[src/rtl/msfd_pkg.sv]
package msfd_pkg;

  localparam int unsigned LEN_W = 25;

  localparam logic [31:0] SYNC_MAGIC   = 32'h5343_4E31;
  localparam logic [15:0] SYNC_VERSION = 16'h0001;
  localparam logic [47:0] SYNC_PATTERN = {SYNC_MAGIC, SYNC_VERSION};
  localparam logic [2:0]  SYNC_FILL    = 3'd6;

  localparam logic [3:0] HDR_START     = 4'd6;
  localparam logic [3:0] HDR_TYPE_LAST = 4'd7;
  localparam logic [3:0] HDR_LEN_FIRST = 4'd8;
  localparam logic [3:0] HDR_LEN_LAST  = 4'd11;
  localparam logic [3:0] HDR_LAST      = 4'd15;

  localparam logic [LEN_W-1:0] MAX_PAYLOAD_RESET = LEN_W'(1024 * 1024);
  localparam logic [15:0]      TYPE_RESET        = 16'd1;

  localparam int unsigned ADDR_W = 3;
  localparam logic REG_MAX_PAYLOAD   = 1'b0;
  localparam logic REG_ACCEPTED_TYPE = 1'b1;

  typedef enum logic [1:0] {
    PH_HUNT = 2'd0,
    PH_HEAD = 2'd1,
    PH_BODY = 2'd2
  } phase_t;

  typedef struct packed {
    logic [LEN_W-1:0] max_payload_bytes;
    logic [15:0]      accepted_type;
  } cfg_t;

  typedef struct packed {
    logic [7:0] payload_byte;
    logic       first_byte;
    logic       last_byte;
  } result_t;

endpackage

[src/rtl/msfd_regs.sv]
module msfd_regs (
  input  logic                         clk,
  input  logic                         rst_n,
  input  logic                         cfg_psel,
  input  logic                         cfg_penable,
  input  logic                         cfg_pwrite,
  input  logic [msfd_pkg::ADDR_W-1:0]  cfg_paddr,
  input  logic [31:0]                  cfg_pwdata,
  output logic [31:0]                  cfg_prdata,
  output logic                         cfg_pready,
  output msfd_pkg::cfg_t               cfg
);

  logic [msfd_pkg::LEN_W-1:0] max_len_r;
  logic [15:0]                acc_type_r;
  logic                       wr_en;

  assign cfg_pready = 1'b1;
  assign wr_en      = cfg_psel && cfg_penable && cfg_pwrite;

  always_ff @(posedge clk) begin
    if (!rst_n) begin
      max_len_r  <= msfd_pkg::MAX_PAYLOAD_RESET;
      acc_type_r <= msfd_pkg::TYPE_RESET;
    end else if (wr_en) begin
      unique case (cfg_paddr[2])
        msfd_pkg::REG_MAX_PAYLOAD:   max_len_r  <= cfg_pwdata[msfd_pkg::LEN_W-1:0];
        msfd_pkg::REG_ACCEPTED_TYPE: acc_type_r <= cfg_pwdata[15:0];
        default: ;
      endcase
    end
  end

  always_comb begin
    unique case (cfg_paddr[2])
      msfd_pkg::REG_MAX_PAYLOAD:   cfg_prdata = 32'(max_len_r);
      msfd_pkg::REG_ACCEPTED_TYPE: cfg_prdata = 32'(acc_type_r);
      default:                     cfg_prdata = '0;
    endcase
  end

  assign cfg.max_payload_bytes = max_len_r;
  assign cfg.accepted_type     = acc_type_r;

endmodule

[src/rtl/msfd_core.sv]
module msfd_core (
  input  logic                clk,
  input  logic                rst_n,
  input  logic                accept,
  input  logic [7:0]          data_byte,
  input  msfd_pkg::cfg_t      cfg,
  output logic                res_valid,
  output msfd_pkg::result_t   res
);

  logic [47:0]                window_r, window_nxt;
  logic [2:0]                 fill_r, fill_nxt;
  msfd_pkg::phase_t           phase_r, phase_nxt;
  logic [3:0]                 hdr_cnt_r, hdr_cnt_nxt;
  logic [15:0]                type_r, type_nxt;
  logic [31:0]                len_r, len_nxt;
  logic [msfd_pkg::LEN_W-1:0] left_r, left_nxt;

  always_ff @(posedge clk) begin
    if (!rst_n) begin
      window_r  <= '0;
      fill_r    <= '0;
      phase_r   <= msfd_pkg::PH_HUNT;
      hdr_cnt_r <= '0;
      type_r    <= '0;
      len_r     <= '0;
      left_r    <= '0;
    end else if (accept) begin
      window_r  <= window_nxt;
      fill_r    <= fill_nxt;
      phase_r   <= phase_nxt;
      hdr_cnt_r <= hdr_cnt_nxt;
      type_r    <= type_nxt;
      len_r     <= len_nxt;
      left_r    <= left_nxt;
    end
  end

  always_comb begin
    window_nxt       = window_r;
    fill_nxt         = fill_r;
    phase_nxt        = phase_r;
    hdr_cnt_nxt      = hdr_cnt_r;
    type_nxt         = type_r;
    len_nxt          = len_r;
    left_nxt         = left_r;
    res_valid        = 1'b0;
    res.payload_byte = data_byte;
    res.first_byte   = (left_r == len_r[msfd_pkg::LEN_W-1:0]);
    res.last_byte    = (left_r == msfd_pkg::LEN_W'(1));

    unique case (phase_r)
      msfd_pkg::PH_HEAD: begin
        if (hdr_cnt_r == msfd_pkg::HDR_START || hdr_cnt_r == msfd_pkg::HDR_TYPE_LAST) begin
          type_nxt = {type_r[7:0], data_byte};
        end else if (hdr_cnt_r >= msfd_pkg::HDR_LEN_FIRST &&
                     hdr_cnt_r <= msfd_pkg::HDR_LEN_LAST) begin
          len_nxt = {len_r[23:0], data_byte};
        end
        hdr_cnt_nxt = hdr_cnt_r + 4'd1;
        if (hdr_cnt_r == msfd_pkg::HDR_LAST) begin
          // drop oversized or empty frames and hunt again
          if (len_r > 32'(cfg.max_payload_bytes) || len_r == '0) begin
            window_nxt  = '0;
            fill_nxt    = '0;
            hdr_cnt_nxt = '0;
            phase_nxt   = msfd_pkg::PH_HUNT;
          end else begin
            left_nxt  = len_r[msfd_pkg::LEN_W-1:0];
            phase_nxt = msfd_pkg::PH_BODY;
          end
        end
      end

      msfd_pkg::PH_BODY: begin
        res_valid = (type_r == cfg.accepted_type);
        if (left_r <= msfd_pkg::LEN_W'(1)) begin
          left_nxt    = '0;
          window_nxt  = '0;
          fill_nxt    = '0;
          hdr_cnt_nxt = '0;
          phase_nxt   = msfd_pkg::PH_HUNT;
        end else begin
          left_nxt = left_r - msfd_pkg::LEN_W'(1);
        end
      end

      default: begin
        // hunting; the unused phase code lands here too
        phase_nxt  = msfd_pkg::PH_HUNT;
        window_nxt = {window_r[39:0], data_byte};
        fill_nxt   = (fill_r < msfd_pkg::SYNC_FILL) ? fill_r + 3'd1 : fill_r;
        if (fill_nxt >= msfd_pkg::SYNC_FILL && window_nxt == msfd_pkg::SYNC_PATTERN) begin
          phase_nxt   = msfd_pkg::PH_HEAD;
          hdr_cnt_nxt = msfd_pkg::HDR_START;
          type_nxt    = '0;
          len_nxt     = '0;
        end
      end
    endcase
  end

endmodule

[src/rtl/msfd_outbuf.sv]
module msfd_outbuf (
  input  logic              clk,
  input  logic              rst_n,
  input  logic              push,
  input  msfd_pkg::result_t push_res,
  output logic              space,
  output logic              out_valid,
  input  logic              out_ready,
  output msfd_pkg::result_t out_res
);

  logic              out_valid_r, out_valid_nxt;
  logic              skid_valid_r, skid_valid_nxt;
  msfd_pkg::result_t out_res_r, out_res_nxt;
  msfd_pkg::result_t skid_res_r, skid_res_nxt;
  logic              pop;

  assign pop       = out_valid_r && out_ready;
  assign space     = !skid_valid_r;
  assign out_valid = out_valid_r;
  assign out_res   = out_res_r;

  always_comb begin
    out_valid_nxt  = out_valid_r;
    skid_valid_nxt = skid_valid_r;
    out_res_nxt    = out_res_r;
    skid_res_nxt   = skid_res_r;
    if (skid_valid_r) begin
      // advance the waiting word
      if (pop) begin
        out_res_nxt    = skid_res_r;
        skid_valid_nxt = 1'b0;
      end
    end else if (push) begin
      if (!out_valid_r || pop) begin
        out_res_nxt   = push_res;
        out_valid_nxt = 1'b1;
      end else begin
        skid_res_nxt   = push_res;
        skid_valid_nxt = 1'b1;
      end
    end else if (pop) begin
      out_valid_nxt = 1'b0;
    end
  end

  always_ff @(posedge clk) begin
    if (!rst_n) begin
      out_valid_r  <= 1'b0;
      skid_valid_r <= 1'b0;
    end else begin
      out_valid_r  <= out_valid_nxt;
      skid_valid_r <= skid_valid_nxt;
    end
  end

  always_ff @(posedge clk) begin
    out_res_r  <= out_res_nxt;
    skid_res_r <= skid_res_nxt;
  end

endmodule

[src/rtl/magic_sync_frame_deframer.sv]
// A payload word is registered in the output register, or in the skid stage while that register holds a stalled word.
// Throughput: one byte per cycle while in_ready is high; the header decode is a single step per byte.
// in_ready drops only while two results wait, held by the output register and skid stage.
// Reset: synchronous, active low; clears the hunt state and output stage and
// restores max_payload_bytes to 1048576 and accepted_type to 1.
module magic_sync_frame_deframer (
  input  logic                        clk,
  input  logic                        rst_n,
  input  logic                        in_valid,
  output logic                        in_ready,
  input  logic [7:0]                  in_data_byte,
  output logic                        out_valid,
  input  logic                        out_ready,
  output logic [7:0]                  out_payload_byte,
  output logic                        out_first_byte,
  output logic                        out_last_byte,
  input  logic                        cfg_psel,
  input  logic                        cfg_penable,
  input  logic                        cfg_pwrite,
  input  logic [msfd_pkg::ADDR_W-1:0] cfg_paddr,
  input  logic [31:0]                 cfg_pwdata,
  output logic [31:0]                 cfg_prdata,
  output logic                        cfg_pready
);

  msfd_pkg::cfg_t    cfg;
  msfd_pkg::result_t core_res;
  msfd_pkg::result_t buf_res;
  logic              core_valid;
  logic              accept;

  assign accept = in_valid && in_ready;

  msfd_regs u_regs (
    .clk         (clk),
    .rst_n       (rst_n),
    .cfg_psel    (cfg_psel),
    .cfg_penable (cfg_penable),
    .cfg_pwrite  (cfg_pwrite),
    .cfg_paddr   (cfg_paddr),
    .cfg_pwdata  (cfg_pwdata),
    .cfg_prdata  (cfg_prdata),
    .cfg_pready  (cfg_pready),
    .cfg         (cfg)
  );

  msfd_core u_core (
    .clk       (clk),
    .rst_n     (rst_n),
    .accept    (accept),
    .data_byte (in_data_byte),
    .cfg       (cfg),
    .res_valid (core_valid),
    .res       (core_res)
  );

  msfd_outbuf u_outbuf (
    .clk       (clk),
    .rst_n     (rst_n),
    .push      (accept && core_valid),
    .push_res  (core_res),
    .space     (in_ready),
    .out_valid (out_valid),
    .out_ready (out_ready),
    .out_res   (buf_res)
  );

  assign out_payload_byte = buf_res.payload_byte;
  assign out_first_byte   = buf_res.first_byte;
  assign out_last_byte    = buf_res.last_byte;

endmodule

[config.mk]
export PLATFORM = sky130hd
export DESIGN_NAME = magic_sync_frame_deframer
export DESIGN_NICKNAME = d
export VERILOG_FILES = /design/src/rtl/msfd_pkg.sv /design/src/rtl/msfd_regs.sv /design/src/rtl/msfd_core.sv /design/src/rtl/msfd_outbuf.sv /design/src/rtl/magic_sync_frame_deframer.sv
export SDC_FILE = /design/constraint.sdc
export NUM_CORES = 1
export LEC_CHECK = 0
export ABC_AREA = 1
export BUFFER_PORTS_ARGS = -buffer_cell sky130_fd_sc_hd__buf_2
export CORE_ASPECT_RATIO = 0.6
export CORE_MARGIN = 2
export CORE_UTILIZATION = 60
export DETAILED_ROUTE_END_ITERATION = 8
export PLACE_DENSITY_LB_ADDON = 0.08
export REMOVE_ABC_BUFFERS = 1
export SLEW_MARGIN = 0
export SYNTH_ARGS = -nofsm -noshare
export SYNTH_HDL_FRONTEND = slang
export SYNTH_SLANG_ARGS = --single-unit
[constraint.sdc]
create_clock -name clk -period 6.8 [get_ports clk]
set_input_delay 0.34 -clock clk [delete_from_list [all_inputs] [get_ports clk]]
set_output_delay 0.34 -clock clk [all_outputs]
set_load 0.01 [all_outputs]
* Yosys cells after proc, flatten, opt, wreduce, memory -nomap -nowiden
Index checks and enable logic that the tools add are counted.
** Storage, ports and cells
- Logic and storage cells :: 121
- Output and inout bits :: 45
- Bits in registers :: 185
- Input port bits :: 50
** Operators by class
- Add/subtract/negate cells :: 3
- Eq/ne operators :: 18
- Mux-type cells :: 43
- $lt $le $gt $ge :: 6
- Bitwise operators :: 4
- Reduce and logical (&&, ||, !) cells :: 30
** Operators by type and width (count)
- 32-bit case mux with 2 select lines :: 2
- 40-bit two-way mux :: 3
- 32-bit two-way mux :: 3
- 40-bit case mux with 2 select lines :: 1
- 25-bit two-way mux :: 3
- 25-bit case mux with 2 select lines :: 1
- 48-bit by 47-bit equality test with 1-bit output, second input constant :: 1
- 10-bit two-way mux :: 4
- 32-bit by 25-bit greater-than comparator with 1-bit output :: 1
- 32-bit zero test :: 1
- 16-bit two-way mux :: 2
- 16-bit case mux with 2 select lines :: 1
- 25-bit by 1-bit equality test with 1-bit output, second input constant :: 1
- 25-bit equality test :: 1
- 25-bit by 1-bit <= comparator with 1-bit output, second input constant :: 1
- 25-bit by 1-bit subtractor with 25-bit output, second input constant :: 1
- 16-bit equality test :: 1
- 4-bit two-way mux :: 4
- 3-bit AND reduction :: 5
- 3-bit two-way mux :: 4
- 4-bit AND reduction :: 3
- 2-bit by 1-bit != test with 1-bit output, second input constant :: 5
- 2-bit nonzero test :: 5
- 1-bit two-way mux :: 9
- other kinds (22) :: 41

* Depth between registers and ports, before layout
- Depth after elaboration :: 6
- Gate-level depth with buffers :: 21
- Depth with buffers taken out :: 20

* Hierarchy
From an unflattened synthesis, not the netlist that was laid out.
** Unflattened totals
- Cell total of the unflattened synthesis :: 1448
- Area total of the unflattened synthesis :: 10162.2 µm²
** Modules (own cells, without submodules)
- msfd_core :: area an instance 7165.6 µm², instances 1, cells each 1040
- msfd_regs :: area an instance 2130.8 µm², instances 1, cells each 331
- msfd_outbuf :: area an instance 848.3 µm², instances 1, cells each 73
- magic_sync_frame_deframer :: area an instance 17.5 µm², instances 1, cells each 4

* Worst setup path after synthesis
Ideal clock, no wire load.
- Path kind :: register to register
- Start :: register u_core.phase_r[0]
- End :: register u_outbuf.out_res_r, in the netlist u_outbuf.out_res[0], enable pin
- Buffers on the path :: 1
- Data arrival time :: 1.907 ns
- Path slack :: 4.502 ns
- Required time :: 6.409 ns
- Stages on the path, launching flop included :: 8
- Path through :: dfxtp_1 > inv_1 > ha_1 > clkbuf_1 > nand4_1 > nor3_1 > nand3_1 > o21ai_0
** On the way
- Word-level cells in the longest chain between the ends :: 5
** Ends and longest elaborated chain
- start: declaration :: RTL line msfd_core.sv:13 : msfd_pkg::phase_t phase_r, phase_nxt;
- start signal: assignment :: RTL line msfd_core.sv:23 : phase_r <= msfd_pkg::PH_HUNT;
- start signal: assignment :: RTL line msfd_core.sv:31 : phase_r <= phase_nxt;
- 2-bit equality test :: RTL line msfd_core.sv:52 : unique case (phase_r)
- 1-bit two-way mux :: RTL line msfd_core.sv:52
- 1-bit logical AND :: RTL line magic_sync_frame_deframer.sv:60 : .push (accept && core_valid),
- 2-bit nonzero test (no source line)
- 3-bit AND reduction (no source line)
- end signal: assignment :: RTL line msfd_outbuf.sv:58 : out_res_r <= out_res_nxt;
- end: declaration :: RTL line msfd_outbuf.sv:14 : msfd_pkg::result_t out_res_r, out_res_nxt;
No other way between the ends.
A chain may end at the register's enable or synchronous reset.

* Worst setup path in the final report
- Start :: register u_core.left_r[14] (netlist name)
- End :: register u_core.window_r[38]
** On the way
- Word-level cells in the longest chain between the ends :: 3
** Ends and longest elaborated chain
- start: declaration :: RTL line msfd_core.sv:17 : logic [msfd_pkg::LEN_W-1:0] left_r, left_nxt;
- start signal: assignment :: RTL line msfd_core.sv:35 : left_r <= left_nxt;
- 25-bit by 1-bit <= comparator with 1-bit output :: RTL line msfd_core.sv:77 : if (left_r <= msfd_pkg::LEN_W'(1)) begin
- 2-bit by 1-bit != test with 1-bit output (no source line)
- 4-bit AND reduction (no source line)
- end signal: assignment :: RTL line msfd_core.sv:29 : window_r <= window_nxt;
- end: declaration :: RTL line msfd_core.sv:11 : logic [47:0] window_r, window_nxt;
No other way between the ends.

==> impl_metrics.toml <==
[clock_network]
cts_setup_buffers = 0
hold_buffers = 0
cts_root_buf = "clkbuf_16"
cts_buffer_depth = 2
h-tree-depth = 4
cts_buffers = 17
cts_tree = "yes"
cts.sinks = 185
clk_latency_ns = 0.44
path_clk_slew_ns = 0.08
ctsResizeCount = 0

[grt]
grtUsageTotal_pct = 31.4
grt_max_degree = 69
grt_overflow_total = 0
grt_pass1_wl_mm = 43.7
antenna_found_initial = 1
grt_pass1_vias = 8090

[cells_and_area]
area_growth_pct = 9.51
nets = 1563
drive_gt1_share_pct = 9.64
finalInstanceArea_um2 = 11000

[placement]
io_buffers = 77
placed_area_um2 = 10400
gp_congestion = 0.977
dp_hpwl_mm = 19.6
post-place-ws_ns = 3.42

[run]
cap_violations = 0

[yosys]
synth_edf_count = 20
post_synth_inst_count = 1447
yosysWarnings = 0
syn_avg_cell_area_um2 = 6.94
synth_seq_cells = 185
yosys.cell_types.count = 43
ys_seq_area_share_pct = 38.9
synth-async-reset-ratio_pct = 0
synth_flop_cell = "dfxtp_1"
synth_area_um2 = 10000

[drt]
routed_via_density = 5.52
initialDrtViolationCount = 1190
antenna_left = 0
wire_per_inst_um = 16.0
drt_first_pass_iters = 7
dr_total_vias = 9507
routed_wl_mm = 27.5
drc = 0

[critical_path]
worstSetupPathType = "flop to flop"
cp_max_fo = 48
critPathArrivalTime_ns = 3.77
endpoint_kind = "flop"
r2r-start = "u_core.left_r[14]"
cp.required_ns = 7.09
startpoint_type = "flop"
crit_path_start = "u_core.left_r[14]"

[sta]
fin_ws_ns = 3.32
finalSetupViolations = 0
fin_skew_ns = 0.0163
fmax_mhz = 288
rsz0062_at_grt = "false"
hold_violations = 0
worst_pin_slew_ns = 1.09
fin_setup_tns_ns = 0
fin_crit_sh_pct = 51.1
fin_crit_ns = 3.48
slew_headroom_pct = 27.2
drv_slew = 0

[power_and_ir_drop]
cellLeakagePower_uw = 0.00520
p_sw_share_pct = 32.7
max-vdd-ir-drop_v = 0.000126
p_sw_uw = 892
seqPwrFrac_pct = 44.3
p_int_uw = 1840
clock_power_share_pct = 35.3
p_per_area_nw_per_um2 = 248
power_frac_comb_pct = 20.3

[status]
outcome = "finished, final reports clean"

[die]
die-height_um = 104
core.rowCount = 36
core_area_um2 = 16300
io_pins = 95
fp.dieArea_um2 = 17800
start_util_pct = 61.6
die_w_um = 171

[min_path]
hold_class = "input port to flop"
hold_start = "cfg_pwdata[20]"
==> worst max-delay path, cell delays in order, from the launching register on <==
cell and delay [ns]:
dfxtp_1 0.37, nor2_1 0.28, nand2_1 0.12, nor2_1 0.23
nand4_1 0.20, nand3_2 0.45, nand2_4 0.16, nor2_8 0.55
nand3_1 0.17, nand2_2 0.62, nor2_1 0.13
==> metal layers <==
metal  vias up  share of wire, %  track usage (%)
met3        24                12             7.84
met5         -                 0                0
met4         0               1.0             6.78
li1       4683                 -                -
met2       475                37             40.4
met1      4325                50             51.1
==> cells in the final DEF (no fill, tap or decap), types with 2 or more instances in the layout <==
master / n
inv_8: 3
a22oi_1: 6
nor3_1: 42
nand2_1: 275
inv_6: 3
or2_2: 4
clkinv_1: 2
xor2_1: 27
nand3_1: 89
inv_1: 202
dfxtp_1: 165
o21ai_1: 5
nor2_8: 2
nand4_1: 25
o22ai_1: 14
clkbuf_16: 17
nor2_1: 178
xnor2_1: 26
buf_4: 10
buf_2: 77
o21ai_0: 91
nand3_2: 3
nand3b_1: 8
ha_1: 32
a21oi_1: 116
nand2_4: 3
conb_1: 8
edfxtp_1: 20
clkinv_4: 7
nor4_1: 13
nor2_2: 2
inv_2: 5
nand2_2: 3
==> cell type report <==
cell class / count / area [um^2]
fillers: 1446 / 5310
multi-input cells: 981 / 4990
flip-flops and latches: 185 / 3900
inverters: 209 / 785
repair buffers: 87 / 460
clock buffers: 18 / 429
well taps: 228 / 285
clock inverters: 14 / 138
diodes: 1 / 2.50
==> worst paths after layout <==
path	endpoint	slack, ns	depth (start not counted)
min	u_regs.max_len_r[20]	0.11	3
min reg2reg	u_core.hdr_cnt_r[3]	0.47	2
max reg2reg	u_core.window_r[38]	3.32	10
max	u_core.window_r[38]	3.32	10
==> synthesized netlist by cell type (all sizes together), types with 20 or more instances <==
library cell  number  area share, %
nand2            281             11
inv              207            7.7
nor2             183            7.3
dfxtp            165             33
a21oi            117            5.9
o21ai             96            4.8
nand3             93            4.9
clkbuf            48            1.8
nor3              43            2.2
ha                32            4.0
buf               30            2.1
xor2              27            2.4
xnor2             26            2.3
nand4             25            1.6
edfxtp            20            6.0
==> flip-flops by register name (all words and copies together) (netlist names) <==
| name | flops |
|---|---|
| u_core.fill_r | 3 |
| u_core.hdr_cnt_r | 4 |
| u_core.left_r | 25 |
| u_core.len_r | 32 |
| u_core.phase_r | 2 |
| u_core.type_r | 16 |
| u_core.window_r | 40 |
| u_outbuf.out_res | 10 |
| u_outbuf.out_valid | 1 |
| u_outbuf.skid_res_r | 10 |
| u_outbuf.skid_valid_r | 1 |
| u_regs.acc_type_r | 16 |
| u_regs.max_len_r | 25 |
==> metrics by stage <==
step           instances  hold slack (ns)  total power, uW  utilization, %
6_report            1723            0.111             2730            67.4
4_1_cts             1722            0.106             2720            67.4
2_1_floorplan       1375            0.439             1610               -
3_3_place_gp        1690            0.455             1760            63.9
5_1_grt             1722            0.125             2850            67.4
3_5_place_dp        1690            0.463             1770            63.9
==> logic make-up (layout without fill, tap and decap cells) <==
kind of cell	after synthesis	in the layout	synth area share, %
DFF	185	185	38.9
buffers and inverters	287	328	11.7
and+or+nand+nor	653	653	28.6
adders and majority gates	32	32	3.99
xor gates and xnor gates	53	53	4.62
other	2	9	0.0748
AOI/OAI and AO/OA	235	235	12.1
==> power by group through the flow <==
stage | Sequential, uW | Combinational [uW] | Clock [uW]
global route | 1220 | 622 | 1010
detailed placement | 1230 | 536 | 0
CTS | 1210 | 541 | 970
global placement | 1230 | 525 | 0
finish | 1210 | 554 | 964
floorplan | 1220 | 390 | 0
Note: power is estimated with default switching activity, not from simulation.
